**config.mk**
```make
export PLATFORM = sky130hd
export DESIGN_NAME = rational_fraction_alu_top
export DESIGN_NICKNAME = d
export VERILOG_FILES = /design/src/design/rfa_pkg.sv /design/src/design/rfa_ctrl.sv /design/src/design/rfa_dp.sv /design/src/design/rational_fraction_alu_top.sv
export SDC_FILE = /design/constraint.sdc
export NUM_CORES = 2
export LEC_CHECK = 0
export BUFFER_PORTS_ARGS = -buffer_cell sky130_fd_sc_hd__buf_2
export CORE_MARGIN = 5
export CORE_UTILIZATION = 50
export CTS_CLUSTER_DIAMETER = 60
export CTS_CLUSTER_SIZE = 28
export DETAILED_ROUTE_END_ITERATION = 10
export HOLD_SLACK_MARGIN = 0.15
export PLACE_DENSITY = 0.77
export SYNTH_ARGS = -nofsm -noshare
export SYNTH_HDL_FRONTEND = slang
export SYNTH_HIERARCHICAL = 1
export SYNTH_SLANG_ARGS = --single-unit
```
**constraint.sdc**
```tcl
create_clock -name clock -period 12.1 [get_ports clock]
set_clock_uncertainty 0.1 [all_clocks]
set_input_delay 0.605 -clock clock [delete_from_list [all_inputs] [get_ports clock]]
set_output_delay 0.605 -clock clock [all_outputs]
set_load 0.1 [all_outputs]
```
**src/design/rfa_pkg.sv**
```systemverilog
`default_nettype none
package rfa_pkg;
   typedef enum logic [2:0] {
      OP_REDUCE = 3'd0,
      OP_ADD    = 3'd1,
      OP_SUB    = 3'd2,
      OP_MUL    = 3'd3,
      OP_DIV    = 3'd4,
      OP_EQ     = 3'd5,
      OP_GT     = 3'd6,
      OP_LT     = 3'd7
   } opcode_type;

   // wide internal width: products of two 31-bit operands plus a carry
   localparam int unsigned WW = 64;

   typedef struct packed {
      logic load;
      logic mul1;
      logic mul2;
      logic setup;
      logic gcd_step;
      logic div_start;
      logic div_step;
      logic finish;
   } cmd_type;

   typedef struct packed {
      logic special;
      logic gcd_done;
      logic div_done;
   } sts_type;
endpackage
`default_nettype wire

```
**src/design/rfa_ctrl.sv**
```systemverilog
`default_nettype none
module rfa_ctrl (
   input  wire logic             clock,
   input  wire logic             reset,
   input  wire logic             start,
   input  wire logic             out_free,
   input  wire rfa_pkg::sts_type sts,
   output logic                  busy,
   output rfa_pkg::cmd_type      cmd
);
   typedef enum logic [2:0] {
      S_IDLE, S_MUL1, S_MUL2, S_SETUP, S_GCD, S_DIVS, S_DIV, S_DONE
   } state_type;

   state_type state_ff, state_in;

   always_comb begin
      state_in = state_ff;
      cmd      = '0;
      unique case (state_ff)
         S_IDLE: begin
            if (start) begin
               cmd.load = 1'b1;
               state_in = S_MUL1;
            end
         end
         S_MUL1: begin
            cmd.mul1 = 1'b1;
            state_in = S_MUL2;
         end
         S_MUL2: begin
            cmd.mul2 = 1'b1;
            state_in = S_SETUP;
         end
         S_SETUP: begin
            cmd.setup = 1'b1;
            state_in  = sts.special ? S_DONE : S_GCD;
         end
         S_GCD: begin
            if (sts.gcd_done) state_in = S_DIVS;
            else cmd.gcd_step = 1'b1;
         end
         S_DIVS: begin
            cmd.div_start = 1'b1;
            state_in      = S_DIV;
         end
         S_DIV: begin
            if (sts.div_done) state_in = S_DONE;
            else cmd.div_step = 1'b1;
         end
         S_DONE: begin
            if (out_free) begin
               cmd.finish = 1'b1;
               state_in   = S_IDLE;
            end
         end
         default: state_in = S_IDLE;
      endcase
   end

   always_ff @(posedge clock) begin
      if (reset) state_ff <= S_IDLE;
      else state_ff <= state_in;
   end

   assign busy = (state_ff != S_IDLE);
endmodule
`default_nettype wire

```
**src/design/rfa_dp.sv**
```systemverilog
`default_nettype none
module rfa_dp #(
   parameter int unsigned OPERAND_WIDTH = 16
) (
   input  wire logic                     clock,
   input  wire logic [2:0]               opcode,
   input  wire logic [OPERAND_WIDTH-1:0] a_num,
   input  wire logic [OPERAND_WIDTH-1:0] a_den,
   input  wire logic [OPERAND_WIDTH-1:0] b_num,
   input  wire logic [OPERAND_WIDTH-1:0] b_den,
   input  wire rfa_pkg::cmd_type         cmd,
   output rfa_pkg::sts_type              sts,
   output logic [32:0]                   res_num,
   output logic [30:0]                   res_den,
   output logic                          cmp_true,
   output logic                          error
);
   localparam int unsigned W  = OPERAND_WIDTH;
   localparam int unsigned WW = rfa_pkg::WW;
   localparam int unsigned DW = 2 * W + 2;
   localparam int unsigned CW = $clog2(DW + 1);

   logic [2:0]        op_ff;
   logic signed [W-1:0] an_ff, ad_ff, bn_ff, bd_ff;
   logic signed [2*W-1:0] p1_ff, p2_ff, p3_ff;
   logic [WW-1:0]     x_ff, y_ff, g_ff, nm_ff, dm_ff, qn_ff, qd_ff, rn_ff, rd_ff;
   logic [6:0]        k_ff;
   logic [CW-1:0]     cnt_ff;
   logic              flip_ff, spec_ff;
   logic [32:0]       rnum_ff;
   logic [30:0]       rden_ff;
   logic              cmp_ff, err_ff;

   // one multiplier reused over the mul1 and mul2 product steps
   logic signed [W-1:0]   ma, mb;
   logic signed [2*W-1:0] prod;
   always_comb begin
      ma = an_ff; mb = bd_ff;
      if (cmd.mul1) begin
         ma = ad_ff; mb = bd_ff;
      end else if (cmd.mul2) begin
         ma = (op_ff == rfa_pkg::OP_MUL) ? an_ff : bn_ff;
         mb = ((op_ff == rfa_pkg::OP_MUL) || (op_ff == rfa_pkg::OP_DIV)) ? bn_ff : ad_ff;
         if (op_ff == rfa_pkg::OP_DIV) ma = ad_ff;
      end
      prod = ma * mb;
   end

   logic signed [WW-1:0] nx, dx, e1, e2, e3;
   always_comb begin
      e1 = WW'(p1_ff); e2 = WW'(p2_ff); e3 = WW'(p3_ff);
      // p1 = an*bd, p2 = ad*bd, p3 = bn*ad (an*bn for mul, ad*bn for div)
      unique case (rfa_pkg::opcode_type'(op_ff))
         rfa_pkg::OP_REDUCE: begin nx = WW'(an_ff); dx = WW'(ad_ff); end
         rfa_pkg::OP_ADD:    begin nx = e1 + e3; dx = e2; end
         rfa_pkg::OP_SUB:    begin nx = e1 - e3; dx = e2; end
         rfa_pkg::OP_MUL:    begin nx = e3; dx = e2; end
         rfa_pkg::OP_DIV:    begin nx = e1; dx = e3; end
         default:            begin nx = e1; dx = e3; end
      endcase
   end

   logic [WW-1:0] nmag, dmag;
   assign nmag = nx[WW-1] ? -nx : nx;
   assign dmag = dx[WW-1] ? -dx : dx;

   logic is_cmp, spec;
   assign is_cmp = (op_ff == rfa_pkg::OP_EQ) || (op_ff == rfa_pkg::OP_GT) ||
                   (op_ff == rfa_pkg::OP_LT);
   assign spec = is_cmp || (dx == '0) || (nx == '0) ||
                 ((op_ff == rfa_pkg::OP_DIV) && (bn_ff == '0));
   assign sts = '{special:  spec,
                  gcd_done: (y_ff == '0) || (x_ff == '0),
                  div_done: (cnt_ff == '0)};

   // binary gcd step
   logic [WW-1:0] gx, gy, gd;
   always_comb begin
      gx = x_ff; gy = y_ff; gd = '0;
      if (!x_ff[0] && !y_ff[0]) begin gx = x_ff >> 1; gy = y_ff >> 1; end
      else if (!x_ff[0]) gx = x_ff >> 1;
      else if (!y_ff[0]) gy = y_ff >> 1;
      else begin
         gd = (x_ff > y_ff) ? x_ff - y_ff : y_ff - x_ff;
         if (x_ff > y_ff) gx = gd >> 1; else gy = gd >> 1;
      end
   end
   logic [WW-1:0] gfin;
   assign gfin = (x_ff | y_ff) << k_ff;

   logic [WW-1:0] tn, td, sn, sd;
   assign tn = {rn_ff[WW-2:0], nm_ff[DW-1]};
   assign td = {rd_ff[WW-2:0], dm_ff[DW-1]};
   assign sn = tn - g_ff;
   assign sd = td - g_ff;

   always_ff @(posedge clock) begin
      if (cmd.load) begin
         op_ff <= opcode;
         an_ff <= a_num; ad_ff <= a_den; bn_ff <= b_num; bd_ff <= b_den;
         p1_ff <= $signed(a_num) * $signed(b_den);
      end
      if (cmd.mul1) p2_ff <= prod;
      if (cmd.mul2) p3_ff <= prod;
      if (cmd.setup) begin
         spec_ff <= spec;
         flip_ff <= nx[WW-1] ^ dx[WW-1];
         x_ff <= nmag; y_ff <= dmag; k_ff <= '0;
         nm_ff <= nmag; dm_ff <= dmag;
         cmp_ff <= 1'b0; err_ff <= 1'b0;
         rnum_ff <= '0; rden_ff <= 31'd1;
         if (op_ff == rfa_pkg::OP_EQ)
            cmp_ff <= (an_ff == bn_ff) && (ad_ff == bd_ff);
         else if (op_ff == rfa_pkg::OP_GT) cmp_ff <= $signed(e1) > $signed(e3);
         else if (op_ff == rfa_pkg::OP_LT) cmp_ff <= $signed(e1) < $signed(e3);
         else if ((dx == '0) || ((op_ff == rfa_pkg::OP_DIV) && (bn_ff == '0)))
            err_ff <= 1'b1;
      end
      if (cmd.gcd_step) begin
         x_ff <= gx; y_ff <= gy;
         if (!x_ff[0] && !y_ff[0]) k_ff <= k_ff + 7'd1;
      end
      if (cmd.div_start) begin
         g_ff <= gfin; rn_ff <= '0; rd_ff <= '0; qn_ff <= '0; qd_ff <= '0;
         cnt_ff <= CW'(DW);
      end
      if (cmd.div_step) begin
         nm_ff <= nm_ff << 1; dm_ff <= dm_ff << 1;
         cnt_ff <= cnt_ff - CW'(1);
         if (tn >= g_ff) begin rn_ff <= sn; qn_ff <= {qn_ff[WW-2:0], 1'b1}; end
         else begin rn_ff <= tn; qn_ff <= {qn_ff[WW-2:0], 1'b0}; end
         if (td >= g_ff) begin rd_ff <= sd; qd_ff <= {qd_ff[WW-2:0], 1'b1}; end
         else begin rd_ff <= td; qd_ff <= {qd_ff[WW-2:0], 1'b0}; end
      end
      if (cmd.finish) begin
         if (!spec_ff) begin
            rnum_ff <= flip_ff ? 33'(-qn_ff) : 33'(qn_ff);
            rden_ff <= 31'(qd_ff);
         end
      end
   end

   assign res_num  = rnum_ff;
   assign res_den  = rden_ff;
   assign cmp_true = cmp_ff;
   assign error    = err_ff;
endmodule
`default_nettype wire

```
**src/design/rational_fraction_alu_top.sv**
```systemverilog
`default_nettype none
// exact fraction alu: one result item per request item. an arithmetic item goes through
// the mul1 and mul2 multiplier steps, a binary gcd loop, and a restoring division of
// 2*OPERAND_WIDTH+2 steps sharing one subtractor pair; comparisons, zero results and
// error cases skip the gcd and division. a result not yet taken holds the last step.
// the result waits in an output register so the next item is taken while it is held
module rational_fraction_alu_top #(
   parameter int unsigned OPERAND_WIDTH = 16
) (
   input  wire logic                         clock,
   input  wire logic                         reset,
   input  wire logic                         req_tvalid,
   output logic                              req_tready,
   // opcode, a_num, a_den, b_num, b_den from the lowest bit up
   input  wire logic [((3+4*OPERAND_WIDTH+7)/8)*8-1:0] req_tdata,
   output logic                              rsp_tvalid,
   input  wire logic                         rsp_tready,
   // res_num, res_den, cmp_true, error from the lowest bit up
   output logic [71:0]                       rsp_tdata
);
   localparam int unsigned W = OPERAND_WIDTH;

   rfa_pkg::cmd_type cmd;
   rfa_pkg::sts_type sts;
   logic busy, start, out_free;
   logic [32:0] res_num;
   logic [30:0] res_den;
   logic cmp_true, error;
   logic vld_ff;
   logic [71:0] data_ff;

   assign req_tready = !busy;
   assign start      = req_tvalid && req_tready;
   // result register is free when empty or being taken
   assign out_free   = !vld_ff || rsp_tready;

   rfa_ctrl u_ctrl (
      .clock(clock), .reset(reset), .start(start), .out_free(out_free),
      .sts(sts), .busy(busy), .cmd(cmd)
   );

   rfa_dp #(.OPERAND_WIDTH(W)) u_dp (
      .clock(clock),
      .opcode(req_tdata[2:0]),
      .a_num(req_tdata[3 +: W]),
      .a_den(req_tdata[3+W +: W]),
      .b_num(req_tdata[3+2*W +: W]),
      .b_den(req_tdata[3+3*W +: W]),
      .cmd(cmd), .sts(sts),
      .res_num(res_num), .res_den(res_den), .cmp_true(cmp_true), .error(error)
   );

   // the datapath result is updated in the same edge as finish, so it is
   // captured on the following edge through a pending flag
   logic pend_ff;
   always_ff @(posedge clock) begin
      if (reset) begin
         vld_ff  <= 1'b0;
         pend_ff <= 1'b0;
      end else begin
         pend_ff <= cmd.finish;
         if (pend_ff) begin
            vld_ff  <= 1'b1;
            data_ff <= {6'd0, error, cmp_true, res_den, res_num};
         end else if (rsp_tready) vld_ff <= 1'b0;
      end
   end

   assign rsp_tvalid = vld_ff;
   assign rsp_tdata  = data_ff;
endmodule
`default_nettype wire

```
=== Word-level counts from Yosys, hierarchy flattened ===
Cells that the tools add are included.

* Bitwise logic cells: 3
* Shift operators: 1
* $add $sub $neg: 11
* Equality and inequality tests: 24
* Muxes and demuxes: 73
* Multipliers: 2
* Reductions and logical operators: 37
* Order comparisons: 5
* Div/mod/pow operators: 0

{| class="wikitable"
|+ Operators by type and width
! cell !! count
|-
| $mux W64 || 15
|-
| $mux W63 || 5
|-
| $logic_not A64 Y1 || 4
|-
| $pmux W64 S4 || 1
|-
| $mux W33 || 5
|-
| $mux W34 || 4
|-
| $ge A64 B64 Y1 || 2
|-
| $neg A64 Y64 || 2
|-
| $pmux W64 S2 || 1
|-
| $sub A64 B64 Y64 || 2
|-
| $sub A63 B63 Y63 || 2
|-
| $mux W31 || 4
|-
| $mux W16 || 7
|-
| $gt A64 B64 Y1 || 1
|-
| $mul A16 B16 Y32 || 2
|-
| $or A64 B64 Y64 || 1
|-
| $shl A64 B7 Y64 || 1
|-
| $add A32 B32 Y33 || 1
|-
| $neg A33 Y33 || 1
|-
| $sub A32 B32 Y33 || 1
|-
| $eq A16 B16 Y1 || 2
|-
| $gt A32 B32 Y1 || 1
|-
| $lt A32 B32 Y1 || 1
|-
| $eq A3 B3 Y1 const B || 8
|-
| 27 further kinds || 82
|}

* Logic and storage cells: 189
* RAM bits: 0
* Bits in latches: 0
* Memories kept: 0
* Memory bits (read-only): 0
* Flip-flop bits (word level): 765

=== Depth between registers and ports, before layout ===
* Depth after elaboration: 9
* Mapped depth: 37
* Mapped depth without buffers: 31

=== Modules after synthesis ===
Netlist, hierarchy kept.

{| class="wikitable"
|+ By module, submodules not included
! module !! times used !! area an instance (um^2) !! seq. area each (um^2) !! cells each
|-
| rfa_dp || 1 || 74457.7 || 20109.3 || 8456
|-
| rational_fraction_alu_top || 1 || 2117.0 || 2021.9 || 82
|-
| rfa_ctrl || 1 || 220.2 || 60.1 || 28
|}

=== Least setup slack after synthesis ===
OpenSTA, ideal clock, no wires.

* Path kind: register to register
* Start: register u_ctrl.state_ff[0]
* End: register u_dp.p2_ff[31] (data pin)
* Setup slack: 1.846 ns
* Buffers on the path: 4
* Library setup time: 0.264 ns
* Arrival: 9.889 ns
* Cell stages (with the launch flop): 31
* Cell sequence: dfxtp_1 buf_2 nor3b_1 nand2b_1 clkbuf_1 clkbuf_1 clkbuf_1 o21ai_1 nand2_1 inv_1 fa_1 fa_1 inv_1 fa_1 inv_1 fa_1 fa_1 inv_1 fa_1 inv_1 ha_1 a21o_1 a21oi_1 o21bai_1 a21o_1 a2111oi_0 a21oi_1 a211oi_1 o21bai_1 a21oi_1 xnor2_1

{| class="wikitable"
|+ RTL lines
! element !! line !! source
|-
| start: declaration || rfa_ctrl.sv:15 || <nowiki>state_type state_ff, state_in;</nowiki>
|-
| start signal: assignment || rfa_ctrl.sv:63 || <nowiki>else state_ff <= state_in;</nowiki>
|-
| end signal: assignment || rfa_dp.sv:103 || <nowiki>if (cmd.mul1) p2_ff <= prod;</nowiki>
|-
| end: declaration || rfa_dp.sv:25 || <nowiki>logic signed [2*W-1:0] p1_ff, p2_ff, p3_ff;</nowiki>
|}

=== Worst setup path in the final report ===
* Start: register u_dp.op_ff[0]
* End: register u_dp.p3_ff[31] (data pin)

* Longest elaborated chain between the ends: 6

{| class="wikitable"
|+ Ends and longest elaborated chain
! element !! line !! source
|-
| start: declaration || rfa_dp.sv:23 || <nowiki>logic [2:0] op_ff;</nowiki>
|-
| start signal: assignment || rfa_dp.sv:99 || <nowiki>op_ff <= opcode;</nowiki>
|-
| $eq A3 B2 Y1 / $eq A3 B3 Y1 (equally long branches) || rfa_dp.sv:42, rfa_dp.sv:43, rfa_dp.sv:44 ||
|-
| $mux W16 / $logic_or A1 B1 Y1 (equally long branches) || rfa_dp.sv:42, rfa_dp.sv:43 ||
|-
| $mux W16 (on tied branches) || rfa_dp.sv:44, rfa_dp.sv:43 ||
|-
| $mux W16 || rfa_dp.sv:41 || <nowiki>end else if (cmd.mul2) begin</nowiki>
|-
| $mux W16 || rfa_dp.sv:39 || <nowiki>if (cmd.mul1) begin</nowiki>
|-
| $mul A16 B16 Y32 (*) || rfa_dp.sv:46 || <nowiki>prod = ma * mb;</nowiki>
|-
| net u_dp.prod[31] || rfa_dp.sv:36 || <nowiki>logic signed [2*W-1:0] prod;</nowiki>
|-
| end signal: assignment || rfa_dp.sv:104 || <nowiki>if (cmd.mul2) p3_ff <= prod;</nowiki>
|-
| end: declaration || rfa_dp.sv:25 ||
|}

The timed path passes the listed nets; every way through them passes the cells marked *.
A chain may end at the register's enable or synchronous reset.

==> results by group <==
Floorplanning
  • Die height: around 400 um
  • Die ar.: between 0.15 and 0.2 mm^2
  • Num rows: 143
  • Initial core utilization: 0.504
  • Total core area: about 0.15 mm^2
  • # IOs: 150
  • Die width: ~400 um

Finish
  • Post-layout util: 0.542
  • Share of post-route cells with drive strength above 1: 0.0655
  • Final net count: about 9.6k
  • P&R area growth vs syn: 7.48%
  • Most common cell after layout, fill and taps aside: inv_1
  • Most frequent cells in the layout: inv_1, nand2_1, nor2_1, edfxtp_1, a21oi_1

STA
  • Slew Limit Fails: 0
  • Unrepaired setup endpoints after global routing: false
  • Period utilization: 0.786
  • Final worst path period need: 9.51 ns
  • Max_slew headroom: 0.121
  • Setup TNS: 0 ns
  • Final hold viol count: 0
  • Slew @ Worst Pin: 1.31 ns
  • Setup violators final: 0
  • Max Clk Rate: 0.105 GHz

Min path
  • Hold path startpoint: req_tdata[18]
  • Worst Hold Class: input port to register

Worst setup path
  • Worst R2R Start: u_dp/op_ff[0]
  • Crit path capture type: register
  • Most frequent CP cell: fa_1
  • Worst path slowest cell: nor2_2
  • CP Launch Point: u_dp/op_ff[0]
  • Crit path DAT: roughly 10 ns
  • Worst Setup Start Kind: register
  • Critical Path RT: ~12 ns
  • WS Path Type: register to register
  • Critical Path Max Stage Delay: ~0.69 ns
  • Worst Path Max Fanout: 34

Clock tree
  • Root Driver: clkbuf_16
  • Post-cts sizing count: 0
  • Post-CTS setup buffer count: 0
  • CTS Sinks: about 770
  • Clk slew on worst S/H paths: 0.07 ns
  • CTS Hold Bufs: 37
  • TritonCTS clock tree: built
  • Clk buf depth: 3
  • Worst-skew pair later-pin latency: roughly 0.74 ns
  • CTS Buf Count: just under 80
  • H-tree levels: 3

Detailed routing
  • Routed wire per std cell: about 23 um
  • Vias per cell: between 6 and 7
  • DRC: 0
  • DR pass1 iterations: 8
  • Final wirelength: 247000 um
  • Via count: 64.6k
  • Initial DRC count: about 6k
  • Final ANT Viol Nets: 1

Flow run
  • MaxCap Viol Count: 0

Global routing
  • Number of global-route vias before repair: 63.6k
  • All-Layer GR Usage: 0.294
  • Largest net degree at the start of global routing: between 100 and 150
  • Total grt overflow: 0
  • Antenna violations before repair: 3
  • First-pass GRT wire length: approximately 370000 um

Synthesis
  • Mapped Area: approximately 0.077 mm^2
  • Post-synth EDFFs: 687
  • Synth Flop Type: edfxtp_1
  • Yosys cell types: 105
  • FFs w/ async S/R, synth: 0
  • Register bit total from synthesis: approximately 770
  • Yosys warnings: 6
  • Post-synthesis cell count: ~8.6k
  • Mapped Avg Cell Area: 8.97 um^2
  • Register area share after synthesis: 0.289

Place
  • I/O Buffers: between 100 and 150
  • Post-DP HPWL: slightly below 200000 um
  • RD Place Congestion: 1.03

Run status
  • Status: finished with violations
  • Failing checks: antenna violations
-- cell families after synthesis --
| logic type | Yosys count | synth area share |
|---|---|---|
| XOR/XNOR | 440 | 0.0502 |
| buffers and inverters | 1453 | 0.0720 |
| AO/OA/AOI/OAI | 2059 | 0.171 |
| flip-flops | 765 | 0.289 |
| multiplexers | 177 | 0.0312 |
| adder cells (fa/ha/maj) | 1085 | 0.229 |
| AND/OR/NAND/NOR | 2585 | 0.158 |
| other | 2 | 0.0000978 |
-- cell type report --
| class | instances | area [um^2] |
|---|---|---|
| inverter | 1019 | 3830 |
| tap | 2030 | 2540 |
| timing repair buffer | 261 | 1720 |
| sequential | 765 | 22200 |
| clock buffer | 86 | 2040 |
| fill | 13565 | 69700 |
| antenna | 5 | 12.5 |
| multi-input combinational | 6354 | 49300 |
| clock inverter | 62 | 941 |
-- synthesized netlist by cell type (all sizes together) (34+ instances only) --
cell / n / area, um^2
a211oi: 75 / 568
a21o: 133 / 998
a21oi: 653 / 3290
a221oi: 41 / 377
a22o: 40 / 350
a31oi: 62 / 388
and2: 190 / 1190
and3: 42 / 263
buf: 58 / 292
clkbuf: 376 / 1410
dfxtp: 78 / 1560
edfxtp: 687 / 20600
fa: 530 / 10600
ha: 555 / 6940
inv: 1010 / 3790
mux2i: 116 / 1160
mux4: 49 / 1100
nand2: 835 / 3130
nand2b: 81 / 514
nand3: 114 / 576
nand3b: 68 / 510
nand4: 74 / 463
nor2: 770 / 2890
nor2b: 78 / 495
nor3: 105 / 526
nor4: 83 / 519
o211ai: 37 / 283
o21a: 53 / 398
o21ai: 479 / 2400
o21bai: 88 / 661
o22ai: 34 / 213
o31ai: 76 / 576
or2: 42 / 263
or3: 36 / 235
xnor2: 333 / 2920
xor2: 107 / 937
-- sequential cells by signal, summed over array words and instances (netlist names), 6 cells and up --
register,count
rsp_tdata,66
u_dp/nm_ff,34
u_dp/p1_ff,32
u_dp/x_ff,64
u_dp/y_ff,64
u_dp/p3_ff,32
u_dp/res_den,31
u_dp/ad_ff,16
u_dp/res_num,33
u_dp/an_ff,16
u_dp/dm_ff,34
u_dp/bn_ff,16
u_dp/qn_ff,33
u_dp/cnt_ff,6
u_dp/k_ff,7
u_dp/bd_ff,16
u_dp/qd_ff,31
u_dp/g_ff,64
u_dp/rd_ff,63
u_dp/rn_ff,63
u_dp/p2_ff,32
-- critical path: cells and delay by family (launching register included) --
family | cells | cell delay, ns
AO/OA/AOI/OAI | 12 | 2.95
AND/OR/NAND/NOR | 3 | 1.33
XOR/XNOR | 1 | 0.22
adder cells (fa/ha/maj) | 7 | 3.34
buffers and inverters | 7 | 0.91
flip-flops | 1 | 0.38
-- final timing paths --
path	endpoint	slack, ns	cells after the start
max	u_dp/p3_ff[31]	2.59	30
min	u_dp/an_ff[15]	0.20	1
max reg2reg	u_dp/p3_ff[31]	2.59	30
min reg2reg	u_dp/res_den[13]	0.32	2
-- layer usage --
layer  share of wire  vias to the layer above  track usage
li1                -                    29409            -
met1            0.39                    31563        0.372
met2            0.47                     2929        0.492
met5        0.000049                        -            0
met4           0.063                        2        0.154
met3           0.074                      662       0.0415
-- stage by stage --
stage                     instances  instance area, um^2  setup WS, ns  hold slack, ns
after floorplan                8572                76800          1.85           0.300
after global placement        10392                79200          2.83           0.313
after detailed placement      10392                79200          2.81           0.316
after CTS                     10577                82500          2.74           0.165
after global routing          10577                82500          2.04           0.186
final                         10582                82500          2.59           0.199
Power is not shown: default switching activity piles up to over one toggle a cycle in this logic, so the estimate is an artifact.
